==> src/design/lrp_pkg.sv <==
// ---------------------------------------------------------------------------
// lrp_pkg
// Types and constant byte tables of the label raster packetizer.
// ---------------------------------------------------------------------------
`default_nettype none

package lrp_pkg;

    // Depth of the queue between front and back.
    localparam int QDEPTH = 2;

    // Fixed byte sequences of the printer stream.
    localparam logic [7:0] MAGIC_BYTES [4] = '{8'hFF, 8'hF0, 8'h12, 8'h34};
    localparam logic [7:0] HEAD_FRONT [10] = '{8'h1B, 8'h73, 8'h9A, 8'h02, 8'h00,
                                               8'h00, 8'h1B, 8'h44, 8'h01, 8'h02};
    localparam logic [7:0] HEAD_BACK [4] = '{8'h20, 8'h00, 8'h00, 8'h00};
    localparam logic [7:0] TAIL_BYTES [8] = '{8'h1B, 8'h45, 8'h1B, 8'h41,
                                              8'h1B, 8'h51, 8'h12, 8'h34};

    // Low byte of the sum of the four magic bytes.
    localparam logic [7:0] MAGIC_SUM = 8'h35;

    // One classified line as the front hands it to the back.
    typedef struct packed {
        logic [31:0] pix;
        logic        first;
        logic        final_line;
        logic [15:0] count;
        logic [18:0] size;
        logic [7:0]  csum;
    } entry_t;

    // Queue status seen by the front and the back.
    typedef struct packed {
        logic full;
        logic empty;
    } qstat_t;

endpackage

`default_nettype wire

==> src/design/lrp_front.sv <==
// ---------------------------------------------------------------------------
// lrp_front
// Accepts raster lines, tracks the job position and classifies each line.
// ---------------------------------------------------------------------------
`default_nettype none

module lrp_front
    import lrp_pkg::*;
(
    input  wire logic        clk,
    input  wire logic        rst_n,
    input  wire logic        cfg_valid,
    input  wire logic [15:0] line_count,
    input  wire logic        in_valid,
    input  wire logic [31:0] pixel_line,
    input  wire qstat_t      qstat,
    output logic             in_stall,
    output logic             push,
    output entry_t           push_entry
);

    logic [15:0] line_count_reg;
    logic [15:0] lines_done_reg;
    logic [15:0] lines_done_next;
    logic [15:0] count_eff;
    logic        final_line;
    logic [18:0] size;

    // Stall only while the queue has no free slot.
    assign in_stall = qstat.full;
    assign push     = in_valid && !in_stall;

    // Classification of the incoming line.
    always_comb
    begin
        count_eff  = (line_count_reg == 16'd0) ? 16'd1 : line_count_reg;
        final_line = ({1'b0, lines_done_reg} + 17'd1) >= {1'b0, count_eff};
        size       = {1'b0, count_eff, 2'b00} + 19'd24;

        push_entry.pix        = pixel_line;
        push_entry.first      = (lines_done_reg == 16'd0);
        push_entry.final_line = final_line;
        push_entry.count      = count_eff;
        push_entry.size       = size;
        push_entry.csum       = 8'(MAGIC_SUM + size[7:0] + size[15:8] + {5'd0, size[18:16]});

        lines_done_next = final_line ? 16'd0 : lines_done_reg + 16'd1;
    end

    // Configuration register and job position.
    always_ff @(posedge clk or negedge rst_n)
    begin
        if (!rst_n)
        begin
            line_count_reg <= 16'd1;
            lines_done_reg <= 16'd0;
        end
        else
        begin
            if (cfg_valid)
            begin
                line_count_reg <= line_count;
            end
            if (push)
            begin
                lines_done_reg <= lines_done_next;
            end
        end
    end

endmodule

`default_nettype wire

==> src/design/lrp_queue.sv <==
// ---------------------------------------------------------------------------
// lrp_queue
// Short first-in first-out queue of classified lines.
// ---------------------------------------------------------------------------
`default_nettype none

module lrp_queue
    import lrp_pkg::*;
(
    input  wire logic   clk,
    input  wire logic   rst_n,
    input  wire logic   push,
    input  wire entry_t push_entry,
    input  wire logic   pop,
    output entry_t      head,
    output qstat_t      qstat
);

    localparam int PTR_W = (QDEPTH > 1) ? $clog2(QDEPTH) : 1;
    localparam int CNT_W = $clog2(QDEPTH + 1);

    entry_t             slot_reg [QDEPTH];
    logic [PTR_W-1:0]   wr_ptr_reg;
    logic [PTR_W-1:0]   rd_ptr_reg;
    logic [CNT_W-1:0]   fill_reg;

    assign head        = slot_reg[rd_ptr_reg];
    assign qstat.full  = (fill_reg == CNT_W'(QDEPTH));
    assign qstat.empty = (fill_reg == '0);

    // Entry storage.
    always_ff @(posedge clk)
    begin
        if (push)
        begin
            slot_reg[wr_ptr_reg] <= push_entry;
        end
    end

    // Pointers and fill level.
    always_ff @(posedge clk or negedge rst_n)
    begin
        if (!rst_n)
        begin
            wr_ptr_reg <= '0;
            rd_ptr_reg <= '0;
            fill_reg   <= '0;
        end
        else
        begin
            if (push)
            begin
                wr_ptr_reg <= (wr_ptr_reg == PTR_W'(QDEPTH - 1)) ? '0 : wr_ptr_reg + 1'b1;
            end
            if (pop)
            begin
                rd_ptr_reg <= (rd_ptr_reg == PTR_W'(QDEPTH - 1)) ? '0 : rd_ptr_reg + 1'b1;
            end
            if (push && !pop)
            begin
                fill_reg <= fill_reg + 1'b1;
            end
            else if (pop && !push)
            begin
                fill_reg <= fill_reg - 1'b1;
            end
        end
    end

endmodule

`default_nettype wire

==> src/design/lrp_back.sv <==
// ---------------------------------------------------------------------------
// lrp_back
// Walks the bytes of each queued line, inserts chunk sequence bytes and
// drives the output register one word per cycle while out_stall does not hold it.
// ---------------------------------------------------------------------------
`default_nettype none

module lrp_back
    import lrp_pkg::*;
#(
    parameter int CHUNK_PAYLOAD = 500
)
(
    input  wire logic   clk,
    input  wire logic   rst_n,
    input  wire entry_t head,
    input  wire qstat_t qstat,
    output logic        pop,
    output logic        out_valid,
    input  wire logic   out_stall,
    output logic [7:0]  out_byte,
    output logic        is_header,
    output logic        chunk_first,
    output logic        write_last,
    output logic        job_last,
    output logic        run_last
);

    localparam int FILL_W = $clog2(CHUNK_PAYLOAD + 1);

    typedef enum logic [1:0] {
        PH_HDR,
        PH_HEAD,
        PH_PIX,
        PH_TAIL
    } phase_t;

    phase_t            phase_reg, phase_next, cur_phase;
    logic [4:0]        idx_reg, idx_next, cur_idx;
    logic              busy_reg, busy_next;
    logic              open_reg, open_next;
    logic [FILL_W-1:0] fill_reg, fill_next;
    logic [7:0]        seq_reg, seq_next;

    logic              out_valid_reg, out_valid_next;
    logic [7:0]        out_byte_reg, out_byte_next;
    logic              is_header_reg, is_header_next;
    logic              chunk_first_reg, chunk_first_next;
    logic              write_last_reg, write_last_next;
    logic              job_last_reg, job_last_next;
    logic              run_last_reg, run_last_next;

    logic              load_ok;
    logic              go;
    logic [7:0]        data_byte;
    logic              phase_end;
    logic              done;
    logic              wl;
    logic              jl;
    logic [31:0]       size32;
    logic [31:0]       count32;
    logic [4:0]        rel;
    logic [FILL_W-1:0] fill_inc;

    assign out_valid   = out_valid_reg;
    assign out_byte    = out_byte_reg;
    assign is_header   = is_header_reg;
    assign chunk_first = chunk_first_reg;
    assign write_last  = write_last_reg;
    assign job_last    = job_last_reg;
    assign run_last    = run_last_reg;

    // Byte selection for the current position within the line.
    always_comb
    begin
        cur_phase = busy_reg ? phase_reg : (head.first ? PH_HDR : PH_PIX);
        cur_idx   = busy_reg ? idx_reg : 5'd0;
        size32    = {13'd0, head.size};
        count32   = {16'd0, head.count};
        rel       = 5'd0;
        data_byte = 8'h00;
        phase_end = 1'b0;
        unique case (cur_phase)
            PH_HDR:
            begin
                phase_end = (cur_idx == 5'd8);
                if (cur_idx < 5'd4)
                begin
                    data_byte = MAGIC_BYTES[cur_idx[1:0]];
                end
                else if (cur_idx < 5'd8)
                begin
                    data_byte = size32[8*cur_idx[1:0] +: 8];
                end
                else
                begin
                    data_byte = head.csum;
                end
            end
            PH_HEAD:
            begin
                phase_end = (cur_idx == 5'd17);
                if (cur_idx < 5'd10)
                begin
                    data_byte = HEAD_FRONT[cur_idx[3:0]];
                end
                else if (cur_idx < 5'd14)
                begin
                    rel       = cur_idx - 5'd10;
                    data_byte = count32[8*rel[1:0] +: 8];
                end
                else
                begin
                    rel       = cur_idx - 5'd14;
                    data_byte = HEAD_BACK[rel[1:0]];
                end
            end
            PH_PIX:
            begin
                phase_end = (cur_idx == 5'd3);
                data_byte = head.pix[8*cur_idx[1:0] +: 8];
            end
            PH_TAIL:
            begin
                phase_end = (cur_idx == 5'd7);
                data_byte = TAIL_BYTES[cur_idx[2:0]];
            end
            default:
            begin
                phase_end = 1'b0;
            end
        endcase
    end

    // Sequencer and output register next values.
    always_comb
    begin
        load_ok = !out_valid_reg || !out_stall;
        go      = !qstat.empty && load_ok;

        phase_next       = phase_reg;
        idx_next         = idx_reg;
        busy_next        = busy_reg;
        open_next        = open_reg;
        fill_next        = fill_reg;
        seq_next         = seq_reg;
        out_valid_next   = out_valid_reg;
        out_byte_next    = out_byte_reg;
        is_header_next   = is_header_reg;
        chunk_first_next = chunk_first_reg;
        write_last_next  = write_last_reg;
        job_last_next    = job_last_reg;
        run_last_next    = run_last_reg;
        done             = 1'b0;
        wl               = 1'b0;
        jl               = 1'b0;
        fill_inc         = fill_reg + 1'b1;

        if (go)
        begin
            out_valid_next   = 1'b1;
            is_header_next   = 1'b0;
            chunk_first_next = 1'b0;
            write_last_next  = 1'b0;
            job_last_next    = 1'b0;
            run_last_next    = 1'b0;

            if ((cur_phase != PH_HDR) && !open_reg)
            begin
                // A new chunk opens with its sequence word.
                out_byte_next    = seq_reg;
                chunk_first_next = 1'b1;
                open_next        = 1'b1;
                busy_next        = 1'b1;
                phase_next       = cur_phase;
                idx_next         = cur_idx;
            end
            else
            begin
                out_byte_next = data_byte;
                if (cur_phase == PH_HDR)
                begin
                    is_header_next  = 1'b1;
                    write_last_next = phase_end;
                end
                else
                begin
                    // Payload word: count it into the open chunk.
                    jl = (cur_phase == PH_TAIL) && phase_end;
                    wl = (fill_inc == FILL_W'(CHUNK_PAYLOAD)) || jl;
                    write_last_next = wl;
                    job_last_next   = jl;
                    if (wl)
                    begin
                        fill_next = '0;
                        open_next = 1'b0;
                        seq_next  = jl ? 8'd0 : seq_reg + 8'd1;
                    end
                    else
                    begin
                        fill_next = fill_inc;
                    end
                end

                // Step to the next position of the line.
                busy_next = 1'b1;
                if (!phase_end)
                begin
                    phase_next = cur_phase;
                    idx_next   = cur_idx + 5'd1;
                end
                else
                begin
                    idx_next = 5'd0;
                    unique case (cur_phase)
                        PH_HDR:  phase_next = PH_HEAD;
                        PH_HEAD: phase_next = PH_PIX;
                        PH_PIX:
                        begin
                            if (head.final_line)
                            begin
                                phase_next = PH_TAIL;
                            end
                            else
                            begin
                                done = 1'b1;
                            end
                        end
                        PH_TAIL: done = 1'b1;
                        default: done = 1'b0;
                    endcase
                    if (done)
                    begin
                        busy_next     = 1'b0;
                        run_last_next = 1'b1;
                    end
                end
            end
        end
        else if (load_ok)
        begin
            out_valid_next = 1'b0;
        end

        pop = go && done;
    end

    // Sequencer state and registered outputs.
    always_ff @(posedge clk or negedge rst_n)
    begin
        if (!rst_n)
        begin
            phase_reg     <= PH_PIX;
            idx_reg       <= 5'd0;
            busy_reg      <= 1'b0;
            open_reg      <= 1'b0;
            fill_reg      <= '0;
            seq_reg       <= 8'd0;
            out_valid_reg <= 1'b0;
        end
        else
        begin
            phase_reg     <= phase_next;
            idx_reg       <= idx_next;
            busy_reg      <= busy_next;
            open_reg      <= open_next;
            fill_reg      <= fill_next;
            seq_reg       <= seq_next;
            out_valid_reg <= out_valid_next;
        end
    end

    // Output payload needs no reset.
    always_ff @(posedge clk)
    begin
        out_byte_reg    <= out_byte_next;
        is_header_reg   <= is_header_next;
        chunk_first_reg <= chunk_first_next;
        write_last_reg  <= write_last_next;
        job_last_reg    <= job_last_next;
        run_last_reg    <= run_last_next;
    end

endmodule

`default_nettype wire

==> src/design/label_raster_packetizer.sv <==
// ---------------------------------------------------------------------------
// label_raster_packetizer
// Turns 32-pixel raster lines into a chunked label-printer byte stream.
//
//   Channel   Handshake              Payload
//   -------   --------------------   ------------------------------------
//   config    cfg_valid / cfg_ready  line_count
//   input     in_valid / in_stall    pixel_line
//   output    out_valid / out_stall  out_byte, is_header, chunk_first,
//                                    write_last, job_last, run_last
//
// The output register sends one word per cycle while out_stall is low; a line is 4
// words, plus one chunk sequence word for each chunk it opens.
// A job's first line adds 9 header and 18 head words; its final line adds
// 8 tail words.
// A two-entry queue lets new lines be taken while the back end is still
// sending; in_stall rises only while that queue is full.
// Reset sets line_count to 1 and starts a fresh job with sequence 0.
// ---------------------------------------------------------------------------
`default_nettype none

module label_raster_packetizer
    import lrp_pkg::*;
#(
    parameter int CHUNK_PAYLOAD = 500
)
(
    input  wire logic        clk,
    input  wire logic        rst_n,
    input  wire logic        cfg_valid,
    output logic             cfg_ready,
    input  wire logic [15:0] line_count,
    input  wire logic        in_valid,
    output logic             in_stall,
    input  wire logic [31:0] pixel_line,
    output logic             out_valid,
    input  wire logic        out_stall,
    output logic [7:0]       out_byte,
    output logic             is_header,
    output logic             chunk_first,
    output logic             write_last,
    output logic             job_last,
    output logic             run_last
);

    logic   push;
    logic   pop;
    entry_t push_entry;
    entry_t head;
    qstat_t qstat;

    // The configuration register takes a write in any cycle.
    assign cfg_ready = 1'b1;

    // Front end: line acceptance and classification.
    lrp_front u_front (
        .clk        (clk),
        .rst_n      (rst_n),
        .cfg_valid  (cfg_valid),
        .line_count (line_count),
        .in_valid   (in_valid),
        .pixel_line (pixel_line),
        .qstat      (qstat),
        .in_stall   (in_stall),
        .push       (push),
        .push_entry (push_entry)
    );

    // Queue between the two halves.
    lrp_queue u_queue (
        .clk        (clk),
        .rst_n      (rst_n),
        .push       (push),
        .push_entry (push_entry),
        .pop        (pop),
        .head       (head),
        .qstat      (qstat)
    );

    // Back end: byte sequencing and chunking.
    lrp_back #(
        .CHUNK_PAYLOAD (CHUNK_PAYLOAD)
    ) u_back (
        .clk         (clk),
        .rst_n       (rst_n),
        .head        (head),
        .qstat       (qstat),
        .pop         (pop),
        .out_valid   (out_valid),
        .out_stall   (out_stall),
        .out_byte    (out_byte),
        .is_header   (is_header),
        .chunk_first (chunk_first),
        .write_last  (write_last),
        .job_last    (job_last),
        .run_last    (run_last)
    );

endmodule

`default_nettype wire

==> config.mk <==
export PLATFORM = sky130hd
export DESIGN_NAME = label_raster_packetizer
export DESIGN_NICKNAME = d
export VERILOG_FILES = /design/src/design/lrp_pkg.sv /design/src/design/lrp_front.sv /design/src/design/lrp_queue.sv /design/src/design/lrp_back.sv /design/src/design/label_raster_packetizer.sv
export SDC_FILE = /design/constraint.sdc
export NUM_CORES = 1
export LEC_CHECK = 0
export ABC_AREA = 1
export BUFFER_PORTS_ARGS = -buffer_cell sky130_fd_sc_hd__clkbuf_2
export CORE_MARGIN = 2
export CORE_UTILIZATION = 40
export DETAILED_ROUTE_END_ITERATION = 8
export PLACE_DENSITY = 0.52
export REMOVE_ABC_BUFFERS = 1
export SYNTH_ARGS = -nofsm -noshare
export SYNTH_HDL_FRONTEND = slang
export SYNTH_HIERARCHICAL = 1
export SYNTH_SLANG_ARGS = --single-unit
==> constraint.sdc <==
create_clock -name clk -period 5.9 [get_ports clk]
set_input_delay 0.295 -clock clk [delete_from_list [all_inputs] [get_ports clk]]
set_output_delay 0.295 -clock clk [all_outputs]
set_load 0.05 [all_outputs]
==> results of run 1 <==
==> worst max path at each step <==
stage                              startpoint                endpoint
floorplan                 u_queue/fill_reg[1]  u_queue/slot_reg[0][0]
global placement    u_front/line_count_reg[1]  u_queue/slot_reg[0][6]
detailed placement  u_front/line_count_reg[1]  u_queue/slot_reg[0][6]
CTS                 u_front/line_count_reg[1]  u_queue/slot_reg[0][6]
global route        u_front/line_count_reg[1]  u_queue/slot_reg[0][6]
finish              u_front/line_count_reg[1]  u_queue/slot_reg[0][6]
==> placed cells by master, fill, tap and decap left out, types with 28 or more instances in the layout <==
master,instances
ha_1,51
nand2_1,298
inv_1,135
clkbuf_16,28
edfxtp_1,167
nand3_1,58
o21ai_0,49
clkbuf_2,66
nor2_1,78
dfrtp_1,60
dlygate4sd3_1,49
nand4_1,33
mux2_2,57
==> power by group through the flow <==
stage	clock [uW]	combinational, uW	sequential, uW
2_1_floorplan	0	1270	2550
3_3_place_gp	0	2050	2420
3_5_place_dp	0	2060	2430
4_1_cts	1660	2100	2400
5_1_grt	1720	2340	2430
6_report	1620	2080	2390
==> final cells by class <==
cell class / count / area [um^2] / area share, %
flip-flops and latches: 230 / 6600 / 45.6
multi-input cells: 822 / 5070 / 35.1
repair buffers: 123 / 878 / 6.07
clock buffers: 37 / 764 / 5.29
inverters: 144 / 542 / 3.75
well taps: 402 / 503 / 3.48
clock inverters: 10 / 100 / 0.692
==> cell families after synthesis <==
logic type / Yosys count / share of synthesized area, %
simple gates: 535 / 19.1
flops: 230 / 51.4
xor+xnor: 31 / 2.23
fa+ha+maj: 53 / 5.29
mux: 77 / 7.34
buf+inv: 237 / 9.12
other cells: 2 / 0.0585
compound gates: 123 / 5.47
==> what timing repair did <==
| item | 4_1_cts | 5_1_grt |
|---|---|---|
| endpoints found under the setup margin | 0 | 0 |
| hold buffers | 49 | 0 |
| endpoints found under the hold margin | 82 | 0 |
| resized for setup | 0 | 0 |
==> per-stage QoR <==
| stage | setup slack (ps) | std cells |
|---|---|---|
| 2_1_floorplan | 1150 | 1196 |
| 3_3_place_gp | 2380 | 1672 |
| 3_5_place_dp | 2290 | 1672 |
| 4_1_cts | 2290 | 1768 |
| 5_1_grt | 2020 | 1768 |
| 6_report | 2270 | 1768 |
==> worst register-to-register path, delay by kind of cell (launching register included) <==
family                     cells  cell delay, ps
xor gates and xnor gates       2             390
adders and majority gates      5            1570
buffers and inverters          1             140
DFF                            1             370
and+or+nand+nor                7             900
==> layer usage <==
layer | track usage (%) | vias up | share of wire, %
met2 | 31.3 | 178 | 48
met3 | 2.38 | 39 | 3.9
met4 | 4.10 | 0 | 2.0
met1 | 25.2 | 4233 | 47
li1 | - | 4404 | -
met5 | 0 | - | 0
==> impl_results.md, run 1 <==
- CP startpoint kind: register
- Worst setup EP type: register
- Psw: between 2000 and 2500 uW
- Synth top area share: around 39%
- CP required: 6170 ps
- Switching Share: between 30% and 40%
- Clock tree buffer depth: 3
- 1st-iter DRT viols: ~540
- Number of vias in the routed layout: around 8900
- Max_cap viols: 0
- Syn Inst Count: between 1000 and 1500
- Sequential share of the synthesized area: 51.4%
- Crit path DAT: a little under 4000 ps
- PD cells: 421 nW/um^2
- RSZ-0062 raised after global routing: no
- Worst skew pair latency: between 500 and 600 ps
- Fin crit share: slightly above 60%
- Initial Utilization: 40.7%
- Max rail drop VDD: 0.225 mV
- Worst hold path cell count: 3
- Critical path cell sequence: inv_1, ha_1, nor3_4, nand2_2, nor2_2, nand2_1, nor2_1, xor2_1, ha_1, fa_1, ha_1, fa_1, nand3_1, nand2_1, xor2_1
- Worst hold start: line_count[3]
- Synth cell count leaders: nand2_1, edfxtp_1, inv_1
- Comb pwr share: between 30% and 40%
- Syn avg cell area: approximately 10 um^2
- Final setup fails: 0
- Levels on crit path: 15
- Status: complete, no violations
- Leakage: 0.00647 uW
- Die Y: around 180 um
- Num ports: 69
- Setup_tns: 0 ps
- Gpl congestion: just under 0.9
- Wirelength, routed: approximately 30000 um
- Port bufs: 67
- Drc violations: 0
- Capturing point of the worst reg2reg path: u_queue/slot_reg[0][6]
- 1st-pass router iterations: 5
- Post-CTS setup buffer count: 0
- Routed WL per cell: roughly 17 um
- Kind of critical path: reg -> reg
- Crit path buffers/inverters: 1
- Layout fillers: 3044
- Cts bufs inserted: 26
- Post-layout min period: 3630 ps
- Share of layout cells above drive strength 1: a little under a fifth
- Initial antenna violation count: 0
- Final nets: roughly 1500
- Worst-path clk slew: ~60 ps
- Slew Limit Fails: 0
- Highest fanout seen on the critical path: 7
- Final ANT Viol Nets: 0
- Gr ovfl total: 0
- Least-Margin Pin Slew: 916 ps
- Most area-hungry cell type in the Yosys netlist: edfxtp_1
- Critical R2R Launch: u_front/line_count_reg[1]
- CP max-delay cell: fa_1
- Count leader, synth: nand2_1
- Post-layout util: 45.8%
- Top post-synthesis cells by area: edfxtp_1, dfrtp_1, nand2_1
- EDFF count, synth: between 150 and 200
- # H-tree levels: 1
- FF+latch count, synth: 230
- Total Routing Usage GR: between 15 and 20%
- Largest stage delay, worst path: between 400 and 500 ps
- R2R Setup Slk: ~2300 ps
- Maximum clock frequency: between 200 and 300 MHz
- Hold Slack: ~23 ps
- Vias in the first global route: between 9000 and 10000
- Mapped cell area: between 10000 and 15000 um^2
- Post-DP Area: between 10000 and 15000 um^2
- First-pass GRT wire length: about 49000 um
- Int Pwr: between 3000 and 4000 uW
- CTS tree: yes
- Clk pwr share: between 20% and 30%
- Power Total: 6090 uW
- Hold EP: u_front/line_count_reg[3]
- Post-synth cell types: 54
- Final Instance Area: approximately 14000 um^2
- Die ar.: ~34000 um^2
- Clock Sinks: 230
- R2R cell count: 15
- Slew headroom: around two fifths
- Post-synth top flop: edfxtp_1
- Core area: around 32000 um^2
- Clk root buf: clkbuf_16
- Syn-to-layout area delta: 12.7%
- Yosys warning count: 6
- Ys async rst share: 27.4%
- Cell mode on critical path: ha_1
- Largest register FFs: ~150
- Clock Skews: ~11 ps
- Post-DP HPWL: around 21000 um
- Die width: around 180 um
- Fin. Hold Viols: 0
- Inserted Diodes: 0
- Hold crit path type: in -> reg
- Flop pwr share: between 30 and 40%
- Via density: 5.01
- Row cnt: 65
- Largest net degree at the start of global routing: between 60 and 70
- CP top delay family: adder cells
No activity file was read; power rests on OpenSTA's default activity.
==> run 2: changes to the inputs <==
==> constraint.sdc (replaced) <==
create_clock -name clk -period 3.8 [get_ports clk]
set_input_delay 0.19 -clock clk [delete_from_list [all_inputs] [get_ports clk]]
set_output_delay 0.19 -clock clk [all_outputs]
set_load 0.05 [all_outputs]
==> run 2 against run 1 <==
Net effect: non-clock buffer count increased by 12; clock skew is essentially flat; die area unchanged; sequential cell count is the same; setup slack worse by 2000 ps; critical path type unchanged; largest power group unchanged.
==> impl_results.md, run 2 (synthesis gave the netlist of run 1 again) <==
- Met3 Use GR: about 2.6%
- Inserted Diodes: 0
- Kind of critical path: reg -> reg
- 1st-pass router iterations: 6
- Least-Margin Pin Slew: ~940 ps
- Num ports: 69
- Clk root buf: clkbuf_16
- Largest stage delay, worst path: approximately 410 ps
- Initial Utilization: just over 40%
- Crit path launch: u_front/line_count_reg[2]
- Hold Slack: around 90 ps
- CP max-delay cell: fa_1
- Max rail drop VDD: 0.346 mV
- Levels on crit path: 15
- Final setup margin: 256 ps
- Leakage: approximately 0.0065 uW
- Die width: between 150 and 200 um
- Final setup fails: 0
- Commonest non-fill, non-tap cell in the layout: nand2_1
- Drc violations: 0
- Busiest layer in global routing: met2
- Die Y: between 150 and 200 um
- Post-CTS setup buffer count: 0
- Total Routing Usage GR: a little under a fifth
- Row cnt: 65
- Clock tree buffer depth: 3
- RSZ-0062 raised after global routing: no
- Clock Sinks: between 200 and 250
- Core area: about 32000 um^2
- Vias in the first global route: 8972
- Maximum clock frequency: ~280 MHz
- Clock Skews: ~11 ps
- Hold crit path type: in -> reg
- Post-DP HPWL: between 20000 and 25000 um
- Worst skew pair latency: 540 ps
- Worst-path clk slew: ~60 ps
- CP required: 4080 ps
- Capturing point of the worst reg2reg path: u_queue/slot_reg[1][6]
- Final ANT Viol Nets: 0
- R2R cell count: 15
- Met1 Track Usage GR: between 20% and 30%
- First-pass GRT wire length: around 48000 um
- Via density: 5.00
- Syn-to-layout area delta: 13.9%
- # H-tree levels: 1
- Critical path cell sequence: inv_1, ha_1, nor3_4, nand2_2, nor2_2, nand2_1, nor2_1, xor2_1, ha_1, fa_1, ha_1, fa_1, nand3_1, nand2_1, xor2_1
- Status: complete, no violations
- Highest fanout seen on the critical path: 4
- Crit path DAT: approximately 3800 ps
- Cts bufs inserted: 27
- Share of layout cells above drive strength 1: between 10% and 20%
- Post-layout min period: between 3000 and 4000 ps
- Critical R2R Launch: u_front/line_count_reg[2]
- Gpl congestion: 0.871
- Met2 GRT Util: between 30 and 40%
- Number of vias in the routed layout: 8912
- CP startpoint kind: register
- R2R Setup Slk: about 260 ps
- Gr ovfl total: 0
- Cells after DPL: about 1700
- Slew Limit Fails: 0
- Port bufs: 67
- Worst setup EP type: register
- CP top delay family: adder cells
- Post-Place Setup Slack: between 200 and 250 ps
- Die ar.: approximately 34000 um^2
- Largest register FFs: 154
- Cell mode on critical path: ha_1
- Crit path buffers/inverters: 1
- Slew headroom: a little under two fifths
- 1st-iter DRT viols: between 400 and 500
- Most frequent cells in the layout: nand2_1, edfxtp_1, inv_1
- Fin crit share: between 90% and 100%
- CTS tree: yes
- Max_cap viols: 0
- Fin. Hold Viols: 0
- Setup_tns: 0 ps
- Final Non-Filler Cells: roughly 1800
- Initial antenna violation count: 0
- Setup crit end: u_queue/slot_reg[1][6]
- Wirelength, routed: roughly 30000 um
- Largest net degree at the start of global routing: 64
- PD cells: roughly 660 nW/um^2
- Routed WL per cell: ~17 um
- Final nets: 1466
## run 2: cell types whose count changed in the layout (fill, tap and decap cells not counted)
cell	previous run	this run
buf_12	0	3
buf_4	7	15
bufinv_16	2	3
clkbuf_16	28	27
clkbuf_8	3	2
clkinv_1	5	3
clkinv_2	3	5
clkinvlp_4	2	4
dlygate4sd3_1	49	50
inv_6	0	1
## run 2: repair_timing
item	in CTS	in global routing
hold buffers	50	0
hold endpoints to repair	142	0
gates resized for setup	0	0
## run 2: per-stage QoR
stage	utilization [%]	total power, uW	cell area, um^2
floorplan	-	5930	12200
global placement	41.9	7060	13200
detailed placement	41.9	7080	13200
CTS	46.3	9740	14600
global route	46.3	10200	14600
finish	46.3	9660	14600
## run 2: how the worst min path moves through the flow
stage                                    endpoint            from  depth (start not counted)  slack [ps]
after global placement    u_queue/slot_reg[1][55]  pixel_line[10]                          1         380
after floorplan                   u_back/busy_reg           rst_n                          0        -110
final                          u_queue/wr_ptr_reg        in_valid                          4          90
after detailed placement  u_queue/slot_reg[1][58]  pixel_line[13]                          1         380
after global routing           u_queue/wr_ptr_reg        in_valid                          4         120
after CTS                      u_queue/wr_ptr_reg        in_valid                          4         100
## run 2: tightest hold or removal path: stages
cell and delay (ps):
clkbuf_2 80, inv_1 40, nor2_1 100, xor2_1 170
## run 2: per-layer routing
| layer | routed length, um | vias to the layer above | part of all wire, % |
|---|---|---|---|
| li1 | - | 4441 | - |
| met1 | 14000 | 4224 | 46 |
| met2 | 14400 | 185 | 47 |
| met3 | 1190 | 62 | 3.9 |
| met4 | 809 | 0 | 2.7 |
| met5 | 0 | - | 0 |
## run 2: report_power, final
part / switching, uW / total, uW / internal (uW) / leakage [uW]
logic: 2300 / 3360 / 1060 / 0.00376
clock network: 1040 / 2590 / 1550 / 0.000420
registers: 259 / 3710 / 3450 / 0.00237
## run 2: cell type report
class                   instances  area (um^2)
clock inverters                14          156
multi-input cells             822         5070
well taps                     402          503
repair buffers                135         1010
inverters                     144          542
flip-flops and latches        230         6600
clock buffers                  35          726
fillers                      3046        16900
==> run 3: changes to the inputs <==
--- a/config.mk
+++ b/config.mk
@@ -8,9 +8,9 @@
 export ABC_AREA = 1
 export BUFFER_PORTS_ARGS = -buffer_cell sky130_fd_sc_hd__clkbuf_2
 export CORE_MARGIN = 2
-export CORE_UTILIZATION = 40
+export CORE_UTILIZATION = 62
 export DETAILED_ROUTE_END_ITERATION = 8
-export PLACE_DENSITY = 0.52
+export PLACE_DENSITY = 0.77
 export REMOVE_ABC_BUFFERS = 1
 export SYNTH_ARGS = -nofsm -noshare
 export SYNTH_HDL_FRONTEND = slang
==> run 3 against run 2 <==
Net effect: clock power is 9.3% lower; power is 3.4% lower; sequential cell count stayed put; combinational power is 3% lower; maximum frequency is 0.92% lower; setup slack worse by 33 ps; hold slack better by 20 ps; non-clock buffer count is 7 lower; global-route usage is 8.1 points higher; cell count is 8.1% lower; largest cell class unchanged.
==> impl_results.md, run 3 (synthesis gave the netlist of run 1 again) <==
- Status: complete, no violations
- Initial antenna violation count: 0
- Clock tree buffer depth: 3
- Least-Margin Pin Slew: 988 ps
- Setup_tns: 0 ps
- Setup crit end: u_queue/slot_reg[1][6]
- Critical R2R Launch: u_front/line_count_reg[2]
- Kind of critical path: reg -> reg
- Slew Limit Fails: 0
- Die ar.: ~22000 um^2
- Clock Sinks: 230
- CP required: 4060 ps
- Fin crit share: 94.1%
- Die Y: about 150 um
- Final ANT Viol Nets: 0
- Crit path launch: u_front/line_count_reg[2]
- Gpl congestion: 0.949
- Drc violations: 0
- Max rail drop VDD: approximately 0.37 mV
- Highest fanout seen on the critical path: 4
- Row cnt: between 50 and 60
- Fin. Hold Viols: 0
- Total Routing Usage GR: a little over a quarter
- Gr ovfl total: 0
- PD cells: about 650 nW/um^2
- Post-CTS resize count: 0
- Max_cap viols: 0
- Routed WL per cell: roughly 17 um
- Initial Utilization: ~63%
- First-pass GRT wire length: between 40000 and 50000 um
- Largest register FFs: around 150
- Post-CTS setup buffer count: 0
- Via density: approximately 5.6
- Hold crit path type: in -> reg
- Post-layout util: between 70% and 80%
- Worst-path clk slew: around 60 ps
- CTS tree: yes
- Clock Skews: roughly 13 ps
- Wirelength, routed: 28400 um
- Layout fillers: 1494
- Syn-to-layout area delta: 11.4%
- Port bufs: 67
- # H-tree levels: 1
- Crit path DAT: roughly 3800 ps
- Num ports: 69
- Commonest non-fill, non-tap cell in the layout: nand2_1
- Most frequent cells in the layout: nand2_1, edfxtp_1, inv_1
- Worst setup EP type: register
- Worst skew pair latency: about 520 ps
- Leakage: approximately 0.0065 uW
- Share of layout cells above drive strength 1: a little under a fifth
- Final Non-Filler Cells: approximately 1600
- Cells after DPL: between 1500 and 2000
- Cts bufs inserted: 24
- RSZ-0062 raised after global routing: no
- Final nets: around 1500
- Clk root buf: clkbuf_16
- R2R Setup Slk: about 220 ps
- Post-layout min period: about 3600 ps
- Capturing point of the worst reg2reg path: u_queue/slot_reg[1][6]
- 1st-iter DRT viols: slightly below 900
- CP startpoint kind: register
- Largest net degree at the start of global routing: 78
- 1st-pass router iterations: 6
- Die width: 148 um
- Slew headroom: roughly a third
- Post-DP HPWL: between 15000 and 20000 um
- Final setup fails: 0
- Inserted Diodes: 0
- Number of vias in the routed layout: ~9200
- Maximum clock frequency: between 200 and 300 MHz
- Core area: 20300 um^2
- R2R cell count: 15
- Vias in the first global route: ~9000
[run 3: changes by cell type in the layout (fill, tap and decap cells not counted)]
cell,before,now
clkbuf_2,66,67
buf_4,15,9
bufinv_16,3,2
clkbuf_1,6,5
clkbuf_16,27,25
clkinvlp_4,4,1
clkinv_4,0,1
buf_2,1,0
buf_12,3,2
inv_2,7,8
[run 3: report_power, final]
group	switching, uW	internal (uW)	total [uW]	leakage [uW]
logic	2220	1030	3250	0.00372
registers	279	3450	3730	0.00237
clock network	968	1380	2350	0.000388
total	3470	5860	9330	0.00647
[run 3: final cells by class]
class                      count  area [um^2]  share of cell area (%)
tap                          270          338                    2.37
inverter                     144          541                    3.78
sequential                   230         6600                    46.2
multi-input combinational    822         5070                    35.5
timing repair buffer         128          943                    6.60
clock inverter                12          118                   0.823
clock buffer                  32          672                    4.70
[run 3: stage by stage]
stage          hold WS, ps  worst slack [ps]  instance area (um^2)  power (uW)
2_1_floorplan         -106              -949                 12200        5930
3_3_place_gp           227               383                 13000        6830
3_5_place_dp           231               248                 13000        6910
4_1_cts                123               199                 14300        9300
5_1_grt                155              36.8                 14300        9820
6_report               110               223                 14300        9330
[run 3: how the worst min path moves through the flow]
stage / start / end / slack, ps / depth (start not counted)
finish: in_valid / u_queue/wr_ptr_reg / 110 / 4
global route: in_valid / u_queue/wr_ptr_reg / 160 / 4
CTS: in_valid / u_queue/wr_ptr_reg / 120 / 4
detailed placement: rst_n / u_back/idx_reg[2] / 230 / 1
global placement: rst_n / u_back/idx_reg[2] / 230 / 1
floorplan: rst_n / u_back/busy_reg / -110 / 0
[run 3: metal layers]
layer / GRT usage, % / vias to the layer above / wire length (um) / part of all wire (%)
met1: 34.9 / 4393 / 11700 / 41
met3: 3.58 / 74 / 1800 / 6.3
met2: 45.3 / 352 / 13900 / 49
li1: - / 4410 / - / -
met5: 0 / - / 0 / 0
met4: 8.90 / 0 / 988 / 3.5
[run 3: worst max-delay path, stage by stage (launching register included)]
cell and delay [ps]:
dfrtp_1 380, inv_1 110, ha_1 250, nor3_4 240
nand2_2 130, nor2_2 100, nand2_1 90, nor2_1 140
xor2_1 240, ha_1 210, fa_1 430, ha_1 250
fa_1 410, nand3_1 100, nand2_1 70, xor2_1 160
[run 3: timing repair]
| item | CTS | global route |
|---|---|---|
| hold buffers | 50 | 0 |
| endpoints found under the setup margin | 0 | 4 |
| endpoints found under the hold margin | 100 | 0 |
